## src/rtl/cpor_pkg.sv

```systemverilog
// package for the circle pair overlap resolver: widths, payload structs, queue sizes
// and the coordinate saturation helper; depends on nothing
`timescale 1ns / 1ps

package cpor_pkg;

  localparam int ID_W      = 14;
  localparam int COORD_W   = 16;
  localparam int RAD_W     = 11;
  localparam int FRAC_BITS = 6;
  localparam logic [RAD_W-1:0] RADIUS_RST = RAD_W'(2 << FRAC_BITS);

  // a corrected pair has |dx|,|dy|,d <= 2*radius < 2^12, so dsq < 2^24
  localparam int MAG_W = RAD_W + 1;
  localparam int DSQ_W = 2 * MAG_W;
  localparam int NUM_W = 2 * MAG_W;
  localparam int REM_W = MAG_W + 2;

  localparam int MQ_DEPTH = 8;
  localparam int MQ_AW    = 3;
  localparam int OQ_DEPTH = 32;
  localparam int OQ_AW    = 5;

  typedef struct packed {
    logic [ID_W-1:0]    first_id;
    logic [ID_W-1:0]    second_id;
    logic [COORD_W-1:0] first_x;
    logic [COORD_W-1:0] first_y;
    logic [COORD_W-1:0] second_x;
    logic [COORD_W-1:0] second_y;
  } in_t;

  typedef struct packed {
    logic [ID_W-1:0]    out_first_id;
    logic [ID_W-1:0]    out_second_id;
    logic [COORD_W-1:0] new_first_x;
    logic [COORD_W-1:0] new_first_y;
    logic [COORD_W-1:0] new_second_x;
    logic [COORD_W-1:0] new_second_y;
    logic               moved;
  } out_t;

  // classified transaction handed from the front to the back
  typedef struct packed {
    in_t              item;
    logic             corr;
    logic             neg_x;
    logic             neg_y;
    logic [MAG_W-1:0] adx;
    logic [MAG_W-1:0] ady;
    logic [DSQ_W-1:0] dsq;
  } mid_t;

  // clamp a signed coordinate to 0..65535
  function automatic logic [COORD_W-1:0] sat_coord(input logic signed [COORD_W+1:0] v);
    logic [COORD_W-1:0] r;
    if (v[COORD_W+1]) begin
      r = '0;
    end else if (v[COORD_W]) begin
      r = '1;
    end else begin
      r = v[COORD_W-1:0];
    end
    return r;
  endfunction

endpackage

```

## src/rtl/cpor_midq.sv

```systemverilog
// short queue between front and back; 8 entries of classified transactions
// depends on cpor_pkg
`timescale 1ns / 1ps

module cpor_midq (
  input  logic           clk,
  input  logic           rst_n,
  input  logic           push,
  input  cpor_pkg::mid_t wdata,
  input  logic           pop,
  output logic           empty,
  output cpor_pkg::mid_t rdata
);

  cpor_pkg::mid_t             mem_r [0:cpor_pkg::MQ_DEPTH-1];
  logic [cpor_pkg::MQ_AW-1:0] wr_ptr_r, rd_ptr_r;
  logic [cpor_pkg::MQ_AW:0]   cnt_r;

  // pointers and fill level
  always_ff @(posedge clk) begin
    if (!rst_n) begin
      wr_ptr_r <= '0;
      rd_ptr_r <= '0;
      cnt_r    <= '0;
    end else begin
      if (push) wr_ptr_r <= wr_ptr_r + 1'b1;
      if (pop)  rd_ptr_r <= rd_ptr_r + 1'b1;
      cnt_r <= cnt_r + {{cpor_pkg::MQ_AW{1'b0}}, push} - {{cpor_pkg::MQ_AW{1'b0}}, pop};
    end
  end

  // storage
  always_ff @(posedge clk) begin
    if (push) mem_r[wr_ptr_r] <= wdata;
  end

  assign empty = (cnt_r == '0);
  assign rdata = mem_r[rd_ptr_r];

endmodule

```

## config.mk

```make
export PLATFORM = sky130hd
export DESIGN_NAME = cpor_midq
export DESIGN_NICKNAME = d
export VERILOG_FILES = /design/src/rtl/cpor_pkg.sv /design/src/rtl/cpor_midq.sv
export SDC_FILE = /design/constraint.sdc
export NUM_CORES = 1
export LEC_CHECK = 0
export ABC_CLOCK_PERIOD_IN_PS = 15380
export BUFFER_PORTS_ARGS = -buffer_cell sky130_fd_sc_hd__buf_2
export CAP_MARGIN = 0
export CORE_ASPECT_RATIO = 1.1
export CORE_MARGIN = 2
export CORE_UTILIZATION = 50
export DETAILED_ROUTE_END_ITERATION = 8
export PLACE_DENSITY = 0.79
export SYNTH_ARGS = -nofsm -noshare
export SYNTH_HDL_FRONTEND = slang
export SYNTH_SLANG_ARGS = --single-unit
```

## constraint.sdc

```tcl
create_clock -name clk -period 15.38 [get_ports clk]
set_clock_uncertainty 0.1 [all_clocks]
set_input_delay 2.307 -clock clk [delete_from_list [all_inputs] [get_ports clk]]
set_output_delay 2.307 -clock clk [all_outputs]
set_load 0.02 [all_outputs]
```

==> Yosys cells after proc, flatten, opt, wreduce, memory -nomap -nowiden <==
Memories as Yosys holds them, arrays and structs flattened. A register that Yosys moved wholly into a read port is not among the register bits.
Index checks and enable logic that the tools add are counted.
{ "classes": {"add_sub_neg": 4, "n_mul": 0, "n_div": 0, "n_lt_le_gt_ge": 0, "n_eq_ne": 0, "shifts": 0, "mux": 4, "bitwise_logic": 0, "reduce_logical": 1} }
{ "ops": {"columns": ["op", "n"], "rows": [
  ["$add 3x1->3 const B", 2],
  ["$mux 3", 2],
  ["$add 4x1->4", 1],
  ["$logic_not 4->1", 1],
  ["$sub 4x1->4", 1],
  ["$mux 1", 2]
]} }
{ "word_totals": {"ff_bits": 10, "latchBits": 0, "mem_bits_rw": 1144, "rom_bits": 0, "in_bits": 147, "output_inout_bits": 144, "word_cells": 13, "memories": 1} }
{ "mem_list": {"columns": ["memory", "words", "word_bits", "read_ports", "rd_clocked_by_memory_dff", "wr", "line_no", "text"], "rows": [
  ["mem_r", 8, 143, 1, 1, 1, "cpor_midq.sv:15", "cpor_pkg::mid_t mem_r [0:cpor_pkg::MQ_DEPTH-1];"]
]} }

==> Depth between registers and ports, before layout <==
{ "depth": {"word_depth": 3, "ltp_mapped": 8, "mapped_depth_nobuf": 8} }

==> Worst setup path after synthesis <==
Ideal clock, no wire load.
{ "synth_path": {"kind": "input port to flip-flop", "from": "in push", "to": "mem mem_r[0][0] in the netlist's numbering, enable pin", "setup_time_ns": 0.821, "arrival_time_ns": 12.046, "t_required_ns": 14.459, "path_slack_ns": 2.413, "path_stages": 2, "path_buffers": 0, "path_cell_list": "nand2b_1 > nor3_1"} }
{ "synth_via": {"elab_chain_cells": 2} }
{ "synth_rtl": {"columns": ["element", "line_no", "text"], "rows": [
  ["start, declared", "cpor_midq.sv:8", "input logic push,"],
  ["$mux 1", "cpor_midq.sv:34", "if (push) mem_r[wr_ptr_r] <= wdata;"],
  ["$mux 1 (implied by the code)", "cpor_midq.sv:34", null],
  ["end, declared", "cpor_midq.sv:15", null]
]} }
Every way passes these cells.

==> flow_summary.yaml <==
cts:
  ctsHtreeMaxLevel: 3
  cts-root-buf: "clkbuf_16"
  clkTransAtPathRegs_ns: 0.06
  holdBufCountCts: 0
  tritoncts: "yes"
  cts_made_buffers: 109
  post_cts_resized: 0
  tritoncts_num_sinks: 1157
  clock_insertion_delay_worst_skew_ns: 0.67
  cts_max_path_buffers: 3
  post_cts.repair.setup_buffers: 0
timing:
  clock.fmax_mhz: 154.4
  max_slew.worst_pin.slew_ns: 1.145
  finalWorstSetupSlack_ns: 8.905
  count_of_final_setup_violators: 0
  finalHoldViolCount: 0
  tns_ns: 0
  holdWs_ns: 0.4865
  drv_slew: 0
  unrepaired_setup_endpoints_after_global_routing: "false"
  post-route-period-util_pct: 42.10
  maxSlewHeadroom_pct: 23.65
  fin_crit_ns: 6.475
synthesis:
  yosysSeqAreaShare_pct: 78.95
  synth.ff_latch_count: 1157
  postSynthNetCount: 1875
  netlist-cell-type-count: 25
  synth_area_mm2: 0.04384
  yosys_warnings: 0
  syn-mean-instance-area_um2: 25.49
  netlist_instances: 1720
drt:
  post_detailed_routing_wire_length_mm: 86.29
  per_cell_routed_wire_length_um: 26.03
  remaining_drc_errors: 0
  vias: 19270
  drt_first_iter_violations: 1604
  drt-pass1-iter-count: 5
  ant_nets: 0
  drt-vias-per-instance: 5.814
worst_setup_path:
  crit_path_required_time_ns: 12.97
  worst_r2r_startpoint: "wr_ptr_r[0]$_SDFFE_PN0P_"
  worstRegToRegCells: 4
  r2r_setup_slack_ns: 11.94
  cp_max_fo: 102
  crit-reg2reg-capture: "mem_r[1][102]$_DFFE_PP_"
  worst_setup_path_end_kind: "primary output"
  crit_start_category: "flip-flop"
  cp_arrival_ns: 4.07
  path_class: "flip-flop to primary output"
grt:
  total_global_route_track_usage_pct: 19.21
  grtUsageMet2_pct: 32.62
  groute.layer.met1.usage_pct: 25.11
  via_count_of_the_first_global_routing_pass: 20620
  grt_use_met3_pct: 4.399
  grt_max_degree: 161
  top_usage_layer: "met2"
  grt_antenna_before_repair: 20
  grt_pass1_wl_mm: 128.3
  sum_of_overflow_across_all_layers_after_global_routing: 0
worst_hold_path:
  min-delay-start: "rd_ptr_r[2]$_SDFFE_PN0P_"
  min-delay-path-class: "flip-flop to flip-flop"
  worstHoldPathCells: 2
power_and_ir_drop:
  pwr_density_cell_mw_per_mm2: 133.7
  netSwitchingPower_mw: 1.475
  vdd_ir_drop_max_mv: 0.1021
  leak_nw: 15.90
  power_frac_comb_pct: 8.5
  p_clk_share_pct: 37.9
  pwr-share-seq_pct: 53.6
  intPower_mw: 5.205
  power.switching_fraction_pct: 22.08
floorplan:
  boundaryPins: 291
  die_w_um: 286.3
  placementRows: 113
  initial_core_util_pct: 50.58
  die_area_mm2: 0.09007
  die_extent_in_y_um: 314.6
  core_mm2: 0.08667
place:
  port_buffers: 290
  placed_cells: 3110
  place.gp.congestion: 0.6928
  hpwlAfterDp_mm: 46.03
  placement.setup.worst_slack_ns: 9.541
layout:
  layout.nets: 2226
  areaGrowthSynthToFinish_pct: 13.98
  fin_cells: 3315
  post_route_cells_drive_above_1_share_pct: 38.87
run:
  maxCapViolCount: 0
run_status:
  status: "complete, no violations"
-- cells in the final DEF, fill, tap and decap left out --
cell type / n
and3_1: 1
dfxtp_1: 10
and2_1: 7
a21oi_1: 1
clkbuf_1: 17
mux2i_1: 3
inv_1: 7
xnor2_1: 3
clkinv_4: 2
clkinv_16: 2
edfxtp_1: 1144
clkinv_8: 2
mux2_2: 143
a21o_1: 1
inv_16: 3
buf_12: 5
mux4_1: 72
buf_2: 290
nand2b_1: 4
xor2_1: 2
mux4_2: 214
nor2_4: 6
clkbuf_16: 109
inv_6: 2
fa_1: 1
clkinvlp_4: 4
clkinv_2: 19
diode_2: 9
clkinv_1: 30
ha_1: 7
nand2_1: 5
nor3_2: 2
dfxtp_4: 3
nor2b_1: 3
buf_4: 26
bufinv_16: 6
-- flip-flops by register name, indices dropped and copies added, names as in the netlist, named ones only --
name	cells
cnt_r	4
mem_r	1144
rd_ptr_r	3
wr_ptr_r	3
-- logic make-up (layout without fill, tap and decap cells) --
group | count (synthesis) | count (layout) | synth area share, %
flip-flops | 1157 | 1157 | 78.95
buffers and inverters | 88 | 524 | 1.293
AO/OA/AOI/OAI | 2 | 2 | 0.02854
adder cells (fa/ha/maj) | 8 | 8 | 0.2454
XOR/XNOR | 5 | 5 | 0.09991
multiplexers | 432 | 432 | 19.05
other | 0 | 9 | 0
AND/OR/NAND/NOR | 28 | 28 | 0.3311
-- routing by layer --
layer  routed length (um)  vias to the layer above
met5                  174                        -
met4                 1539                       30
met3                 5752                      134
met2                44950                      617
met1                33870                    10330
li1                     -                     8166
-- metrics by stage --
step	total power, mW	utilization, %	instance area [um2]
after floorplan	4.043	-	43840
after global placement	4.204	53.71	46550
after detailed placement	4.225	53.71	46550
after CTS	6.751	57.63	49950
after global routing	6.904	57.64	49960
final	6.680	57.66	49970
-- worst max path at each step --
stage / slack, ns / cells after the start / to
after floorplan: 2.41 / 2 / mem_r[0][0]$_DFFE_PP_
after global placement: 9.54 / 5 / rdata[74]
after detailed placement: 9.54 / 5 / rdata[105]
after CTS: 8.77 / 5 / rdata[74]
after global routing: 8.59 / 5 / rdata[74]
final: 8.90 / 5 / rdata[105]
-- critical path, stage by stage, from the launching register on --
cell     delay (ns)
dfxtp_4        0.66
buf_4          0.77
buf_12         0.54
mux4_1         0.65
mux2_2         0.29
buf_2          0.16
-- synth_stat cells --
library cell	instances	share of area (%)
edfxtp_1	1144	78
clkbuf_1	27	0.23
fa_1	1	0.046
mux2i_1	3	0.068
a21o_1	1	0.017
mux4_1	72	4.3
ha_1	7	0.20
inv_1	7	0.060
mux4_2	214	11
buf_8	3	0.10
buf_6	25	0.64
mux2_2	143	3.7
xor2_1	2	0.040
and2_1	7	0.10
dfxtp_1	13	0.59
a21oi_1	1	0.011
nor3_1	2	0.023
buf_1	14	0.12
buf_2	12	0.14
and3_1	1	0.014
nand2b_1	4	0.057
xnor2_1	3	0.060
nand2_1	5	0.043
nor2_1	6	0.051
nor2b_1	3	0.043
-- power groups by stage --
| stage | Sequential, mW | Clock (mW) | Combinational, mW |
|---|---|---|---|
| detailed placement | 3.65 | 0 | 0.576 |
| finish | 3.58 | 2.53 | 0.570 |
| floorplan | 3.65 | 0 | 0.390 |
| CTS | 3.58 | 2.59 | 0.580 |
| global placement | 3.64 | 0 | 0.562 |
| global route | 3.59 | 2.71 | 0.608 |
-- final cells by class --
type / instances / area, um2
diodes: 9 / 22.52
clock buffers: 126 / 2791
clock inverters: 70 / 605.6
fillers: 5997 / 36700
inverters: 7 / 26.28
multi-input cells: 475 / 8716
flip-flops and latches: 1157 / 34620
well taps: 1150 / 1439
repair buffers: 321 / 1747
Power figures use the tool's default switching activity.
