$ cat config.mk
export PLATFORM = sky130hd
export DESIGN_NAME = cpor_front
export DESIGN_NICKNAME = d
export VERILOG_FILES = /design/src/rtl/cpor_pkg.sv /design/src/rtl/cpor_front.sv
export SDC_FILE = /design/constraint.sdc
export NUM_CORES = 2
export LEC_CHECK = 0
export BUFFER_PORTS_ARGS = -buffer_cell sky130_fd_sc_hd__buf_4
export CAP_MARGIN = 5
export CORE_ASPECT_RATIO = 0.7
export CORE_MARGIN = 4
export CORE_UTILIZATION = 50
export DETAILED_ROUTE_END_ITERATION = 7
export PLACE_DENSITY = 0.65
export SYNTH_ARGS = -nofsm -noshare
export SYNTH_HDL_FRONTEND = slang
export SYNTH_SLANG_ARGS = --single-unit
$ cat constraint.sdc
create_clock -name clk -period 7.8 [get_ports clk]
set_clock_uncertainty 0.15 [all_clocks]
set_input_delay 0.78 -clock clk [delete_from_list [all_inputs] [get_ports clk]]
set_output_delay 0.78 -clock clk [all_outputs]
set_load 0.05 [all_outputs]
$ cat src/rtl/cpor_pkg.sv
// package for the circle pair overlap resolver: widths, payload structs, queue sizes
// and the coordinate saturation helper; depends on nothing
`timescale 1ns / 1ps

package cpor_pkg;

  localparam int ID_W      = 14;
  localparam int COORD_W   = 16;
  localparam int RAD_W     = 11;
  localparam int FRAC_BITS = 6;
  localparam logic [RAD_W-1:0] RADIUS_RST = RAD_W'(2 << FRAC_BITS);

  // a corrected pair has |dx|,|dy|,d <= 2*radius < 2^12, so dsq < 2^24
  localparam int MAG_W = RAD_W + 1;
  localparam int DSQ_W = 2 * MAG_W;
  localparam int NUM_W = 2 * MAG_W;
  localparam int REM_W = MAG_W + 2;

  localparam int MQ_DEPTH = 8;
  localparam int MQ_AW    = 3;
  localparam int OQ_DEPTH = 32;
  localparam int OQ_AW    = 5;

  typedef struct packed {
    logic [ID_W-1:0]    first_id;
    logic [ID_W-1:0]    second_id;
    logic [COORD_W-1:0] first_x;
    logic [COORD_W-1:0] first_y;
    logic [COORD_W-1:0] second_x;
    logic [COORD_W-1:0] second_y;
  } in_t;

  typedef struct packed {
    logic [ID_W-1:0]    out_first_id;
    logic [ID_W-1:0]    out_second_id;
    logic [COORD_W-1:0] new_first_x;
    logic [COORD_W-1:0] new_first_y;
    logic [COORD_W-1:0] new_second_x;
    logic [COORD_W-1:0] new_second_y;
    logic               moved;
  } out_t;

  // classified transaction handed from the front to the back
  typedef struct packed {
    in_t              item;
    logic             corr;
    logic             neg_x;
    logic             neg_y;
    logic [MAG_W-1:0] adx;
    logic [MAG_W-1:0] ady;
    logic [DSQ_W-1:0] dsq;
  } mid_t;

  // clamp a signed coordinate to 0..65535
  function automatic logic [COORD_W-1:0] sat_coord(input logic signed [COORD_W+1:0] v);
    logic [COORD_W-1:0] r;
    if (v[COORD_W+1]) begin
      r = '0;
    end else if (v[COORD_W]) begin
      r = '1;
    end else begin
      r = v[COORD_W-1:0];
    end
    return r;
  endfunction

endpackage

$ cat src/rtl/cpor_front.sv
// front part: accepts transactions, forms |dx|, |dy|, dsq and decides whether the pair
// is corrected; three register stages; depends on cpor_pkg
`timescale 1ns / 1ps

module cpor_front (
  input  logic                        clk,
  input  logic                        rst_n,
  input  logic [cpor_pkg::RAD_W-1:0]  radius,
  input  logic                        acc,
  input  cpor_pkg::in_t               in_data,
  output logic                        mq_push,
  output cpor_pkg::mid_t              mq_data
);

  logic [cpor_pkg::MAG_W-1:0]     two_r;
  logic [cpor_pkg::DSQ_W-1:0]     limit_r;
  logic [cpor_pkg::COORD_W:0]     dx, dy, ndx, ndy;

  logic                           s1_v_r, s2_v_r, s3_v_r;
  cpor_pkg::in_t                  s1_item_r, s2_item_r;
  logic                           s1_nx_r, s1_ny_r, s2_nx_r, s2_ny_r;
  logic [cpor_pkg::COORD_W-1:0]   s1_adx_r, s1_ady_r, s2_adx_r, s2_ady_r;
  logic [2*cpor_pkg::COORD_W-1:0] s2_sqx_r, s2_sqy_r;
  logic [2*cpor_pkg::COORD_W:0]   dsq;
  cpor_pkg::mid_t                 s3_r;

  // squared contact distance, refreshed every cycle from the register
  assign two_r = {radius, 1'b0};
  always_ff @(posedge clk) begin
    limit_r <= two_r * two_r;
  end

  // signed differences and magnitudes
  assign dx  = {1'b0, in_data.second_x} - {1'b0, in_data.first_x};
  assign dy  = {1'b0, in_data.second_y} - {1'b0, in_data.first_y};
  assign ndx = '0 - dx;
  assign ndy = '0 - dy;

  assign dsq = {1'b0, s2_sqx_r} + {1'b0, s2_sqy_r};

  // valid bits
  always_ff @(posedge clk) begin
    if (!rst_n) begin
      s1_v_r <= 1'b0;
      s2_v_r <= 1'b0;
      s3_v_r <= 1'b0;
    end else begin
      s1_v_r <= acc;
      s2_v_r <= s1_v_r;
      s3_v_r <= s2_v_r;
    end
  end

  // payload stages
  always_ff @(posedge clk) begin
    s1_item_r <= in_data;
    s1_nx_r   <= dx[cpor_pkg::COORD_W];
    s1_ny_r   <= dy[cpor_pkg::COORD_W];
    s1_adx_r  <= dx[cpor_pkg::COORD_W] ? ndx[cpor_pkg::COORD_W-1:0] : dx[cpor_pkg::COORD_W-1:0];
    s1_ady_r  <= dy[cpor_pkg::COORD_W] ? ndy[cpor_pkg::COORD_W-1:0] : dy[cpor_pkg::COORD_W-1:0];

    s2_item_r <= s1_item_r;
    s2_nx_r   <= s1_nx_r;
    s2_ny_r   <= s1_ny_r;
    s2_adx_r  <= s1_adx_r;
    s2_ady_r  <= s1_ady_r;
    s2_sqx_r  <= s1_adx_r * s1_adx_r;
    s2_sqy_r  <= s1_ady_r * s1_ady_r;

    s3_r.item  <= s2_item_r;
    s3_r.neg_x <= s2_nx_r;
    s3_r.neg_y <= s2_ny_r;
    s3_r.adx   <= s2_adx_r[cpor_pkg::MAG_W-1:0];
    s3_r.ady   <= s2_ady_r[cpor_pkg::MAG_W-1:0];
    s3_r.dsq   <= dsq[cpor_pkg::DSQ_W-1:0];
    s3_r.corr  <= (dsq <= {{(2*cpor_pkg::COORD_W+1-cpor_pkg::DSQ_W){1'b0}}, limit_r})
                  && (dsq != '0);
  end

  assign mq_push = s3_v_r;
  assign mq_data = s3_r;

endmodule

* After elaboration in Yosys (flattened, before gate mapping)
Cells that the tools add are included. W data, S select, Z words.
Operators by class: muxes and demuxes 2, reduce and logical (&&, ||, !) cells 2, add/subtract/negate cells 5, multipliers 3, $lt $le $gt $ge 1
Operator list (count):
- $mul A16 B16 Y32 | 2
- $sub A16 B16 Y17 | 2
- $add A32 B32 Y33 | 1
- $le A33 B24 Y1 | 1
- $reduce_bool A33 Y1 | 1
- $mux W16 | 2
- $sub A1 B16 Y16 const A | 2
- $mul A11 B11 Y22 | 1
- $logic_and A1 B1 Y1 | 1
Word-level totals: input bits 106, word-level logic and storage cells 51, register bits after elaboration 476

* Logic depth before layout (Yosys ltp)
depth in word-level cells 3, mapped depth 26, gate-level depth less buffers 25

* Least setup slack after synthesis
OpenSTA, ideal clock, no wires.
kind register to register, start reg s1_adx_r[4] (netlist bit), end reg s2_sqx_r[30] (netlist bit), period minus slack after synthesis 6437 ps, setup time 72 ps, slack 1363 ps, arrival 6215 ps, stages on the path, launching flop included 22, path through dfxtp_1 -> clkbuf_1 -> clkbuf_1 -> nand2_1 -> fa_1 -> fa_1 -> fa_1 -> fa_1 -> fa_1 -> fa_1 -> inv_1 -> ha_1 -> a21oi_1 -> o211ai_1 -> a31o_2 -> a221oi_1 -> a21o_1 -> a21oi_1 -> a211oi_1 -> o31ai_1 -> a21oi_1 -> xnor2_1
Between the ends: longest elaborated chain between the ends 1
Ends and longest elaborated chain:
- start, declared | line cpor_front.sv:22 | logic [cpor_pkg::COORD_W-1:0] s1_adx_r, s1_ady_r, s2_adx_r, s2_ady_r;
- start signal, assigned | line cpor_front.sv:59 | s1_adx_r <= dx[cpor_pkg::COORD_W] ? ndx[cpor_pkg::COORD_W-1:0] : dx[cpor_pkg::COORD_W-1:0];
- $mul A16 B16 Y32 | line cpor_front.sv:67 | s2_sqx_r <= s1_adx_r * s1_adx_r;
- end signal, assigned | line cpor_front.sv:67
- end, declared | line cpor_front.sv:23 | logic [2*cpor_pkg::COORD_W-1:0] s2_sqx_r, s2_sqy_r;
Every way passes these cells. A chain may end at the register's enable or synchronous reset.

* Worst setup path after layout
Ends and elaborated chain as after synthesis.

==> out/qor.csv <==
stage,metric,value,unit
route,wl_per_cell,14.85,um
final_layout,area_growth,14.29,%
synth,synthSimpleGateAreaFrac,0.1026,
clocking,root_buffer,clkbuf_16,
clocking,postCtsHoldBufs,0,
final_layout,final_layout_size_suffix_gt1_frac,0.1133,
clocking,clkLatencyLatePin,0.61,ns
floorplanning,die-area,66430,um^2
synth,ys_ff_latch,471,
synth,syn_area,31150,um^2
route,drt_wl_total,62.12,mm
critical_path,arrival,7.60,ns
timing,period_needed,7.207,ns
route,drtAntennaViolNets,0,
clocking,cts_buffers,47,
timing,setup_violations,0,
synth,avgSynthCellArea,10.14,um^2
global_routing,first_global_vias,21820,
route,initialDrtViolationCount,969,
synth,ys_top_cells_by_count,"674 x inv_1, 471 x dfxtp_1, 393 x fa_1",
synth,yosysWarningCount,0,
critical_path,critical-path-max-stage-delay,0.87,ns
critical_path,r2r_cells,23,
synth,synth_top_area_share,0.3027,
floorplanning,die_y,216.8,um
floorplanning,rows,76,
synth,synth_flop_cell,dfxtp_1,
run_status,status,"complete, no violations",
route,dr.pass1.iters,5,
clocking,htree_levels,2,
route,num_vias,20590,
global_routing,grt_max_degree,20,
worst_hold_path,min_path_type,input pin to register,
timing,finalMaxSlewViolations,0,
floorplanning,io_pins,250,
floorplanning,coreArea,61620,um^2
timing,hold_viol,0,
critical_path,critPathTopFamily,adder cells,
synth,ys_async_sr_fraction,0,
timing,finalSetupTns,0,ns
placement,place_congestion,0.8801,
job,maxCapViolCount,0,
critical_path,worstPathMaxFanout,19,
clocking,cts_setup_buffers,0,
critical_path,start_kind,register,
timing,fin_crit_sh,0.9239,
timing,max_freq,0.1388,GHz
synth,synth_top_area_cell,dfxtp_1,
synth,synth_edf_count,0,
synth,synth-xor-area-share,0.04683,
clocking,cts_buffer_depth,3,
critical_path,cp_cell_sequence,nand2_1 > inv_1 > fa_1 > inv_1 > fa_1 > fa_1 > inv_1 > fa_1 > fa_1 > inv_1 > fa_1 > inv_1 > ha_1 > o21ai_0 > o211ai_1 > a31o_2 > a221oi_1 > a21o_1 > a21oi_1 > a211oi_1 > o31ai_1 > a21oi_1 > xnor2_1,
critical_path,endpoint_kind,register,
global_routing,grt_usage,0.1930,
global_routing,grt_first_pass_wirelength,106.1,mm
global_routing,gr-total-overflow,0,
timing,rsz0062_at_grt,no,
critical_path,critPathKind,register to register,
placement,hpwl,51.16,mm
synth,synth_fa_ha_area_frac,0.3887,
synth,synth_area_leaders,"dfxtp_1 30%, fa_1 25%, ha_1 14%, inv_1 8.1%, xnor2_1 3.4%",
final_layout,diodes,0,
synth,synth-compound-area-share,0.06808,
synth,syn_nets,3911,
route,avgViaCountPerCell,4.923,
clocking,cts_tree,yes,
synth,synth.most_common_cell,inv_1,
synth,ys_seq_area_frac,0.3027,
critical_path,required,8.19,ns
synth,syn_inst,3073,
critical_path,crit_path_frequent_cell,fa_1,
clocking,path_clk_slew,0.07,ns
floorplanning,initial_core_util,0.5056,
route,drc,0,
synth,synth_top_family_by_area,adder cells,
worst_hold_path,worstHoldPathCells,1,
clocking,cts.repair.resized,0,
critical_path,crit_buf_inv,5,
floorplanning,die_w,306.3,um
synth,ys_types,74,
clocking,numClockSinks,471,
critical_path,crit_slowest_cell,dfxtp_1,
final_layout,final_nets,4164,
critical_path,cp.depth,23,
timing,worst_pin_slew,1.151,ns
timing,max-slew-margin-rel,0.2281,
global_routing,antenna_found_initial,0,
placement,io_buffers,249,
synth,synthMuxAreaShare,0.003052,
final_layout,fin_util,0.5778,
==> placed cells by master (no fill, tap or decap), drive strengths merged, types with 34 or more instances in the layout <==
master / Yosys / layout
nor2: 109 / 109
buf: 1 / 258
fa: 393 / 393
dfxtp: 471 / 471
clkbuf: 53 / 58
a21o: 42 / 42
xnor2: 120 / 120
inv: 674 / 677
nand2: 224 / 224
xor2: 44 / 44
nor3: 34 / 34
and2: 125 / 125
a21oi: 101 / 101
ha: 339 / 339
o21ai: 57 / 57
==> worst paths after layout <==
| kind | slack, ns | endpoint | startpoint |
|---|---|---|---|
| max | 0.59 | s2_sqx_r[30] | s1_adx_r[4] |
| min | 0.13 | s1_item_r[57] | in_data[57] |
| min reg2reg | 0.15 | mq_data[67] | s2_item_r[16] |
| max reg2reg | 0.59 | s2_sqx_r[30] | s1_adx_r[4] |
==> registers in the layout, indices dropped and copies added, names as in the netlist <==
signal     flops
s2_nx_r        1
s2_sqy_r      31
s1_adx_r      16
s2_v_r         1
s1_ny_r        1
s2_adx_r      11
s1_nx_r        1
s2_ady_r      11
s1_v_r         1
limit_r       21
s1_ady_r      16
mq_push        1
s2_sqx_r      31
s2_item_r     92
mq_data      143
s1_item_r     92
s2_ny_r        1
==> through the flow <==
| step | hold slack (ns) | cells | instance area, um^2 | worst slack (ns) |
|---|---|---|---|---|
| 2_1_floorplan | 0.1596 | 3073 | 31150 | 1.363 |
| 3_3_place_gp | 0.1598 | 4096 | 33900 | 0.7661 |
| 3_5_place_dp | 0.1621 | 4096 | 33900 | 0.6705 |
| 6_report | 0.1310 | 4182 | 35610 | 0.5933 |
| 5_1_grt | 0.1004 | 4182 | 35610 | 0.1678 |
| 4_1_cts | 0.09747 | 4182 | 35610 | 0.6229 |
==> cell families after synthesis <==
group                      after synthesis
and+or+nand+nor                        646
AOI/OAI and AO/OA                      322
buffers and inverters                  728
muxes                                    9
adders and majority gates              732
xor gates and xnor gates               165
DFF                                    471
==> final cells by class <==
| cell class | count | area, um^2 |
|---|---|---|
| Fill cell | 5262 | 26010 |
| Multi-Input combinational cell | 1874 | 18980 |
| Sequential cell | 471 | 9429 |
| Inverter | 674 | 2530 |
| Timing Repair Buffer | 258 | 1937 |
| Clock buffer | 58 | 1279 |
| Tap cell | 819 | 1025 |
| Clock inverter | 28 | 425.4 |
==> per-layer routing <==
| metal | share of wire | track usage | vias to the layer above |
|---|---|---|---|
| met4 | 0.019 | 0.04341 | 0 |
| met2 | 0.45 | 0.3057 | 395 |
| met3 | 0.064 | 0.04485 | 86 |
| met5 | 0 | 0 | - |
| li1 | - | - | 10050 |
| met1 | 0.47 | 0.2717 | 10050 |
Power is not shown: default switching activity piles up to over one toggle a cycle in this logic, so the estimate is an artifact.
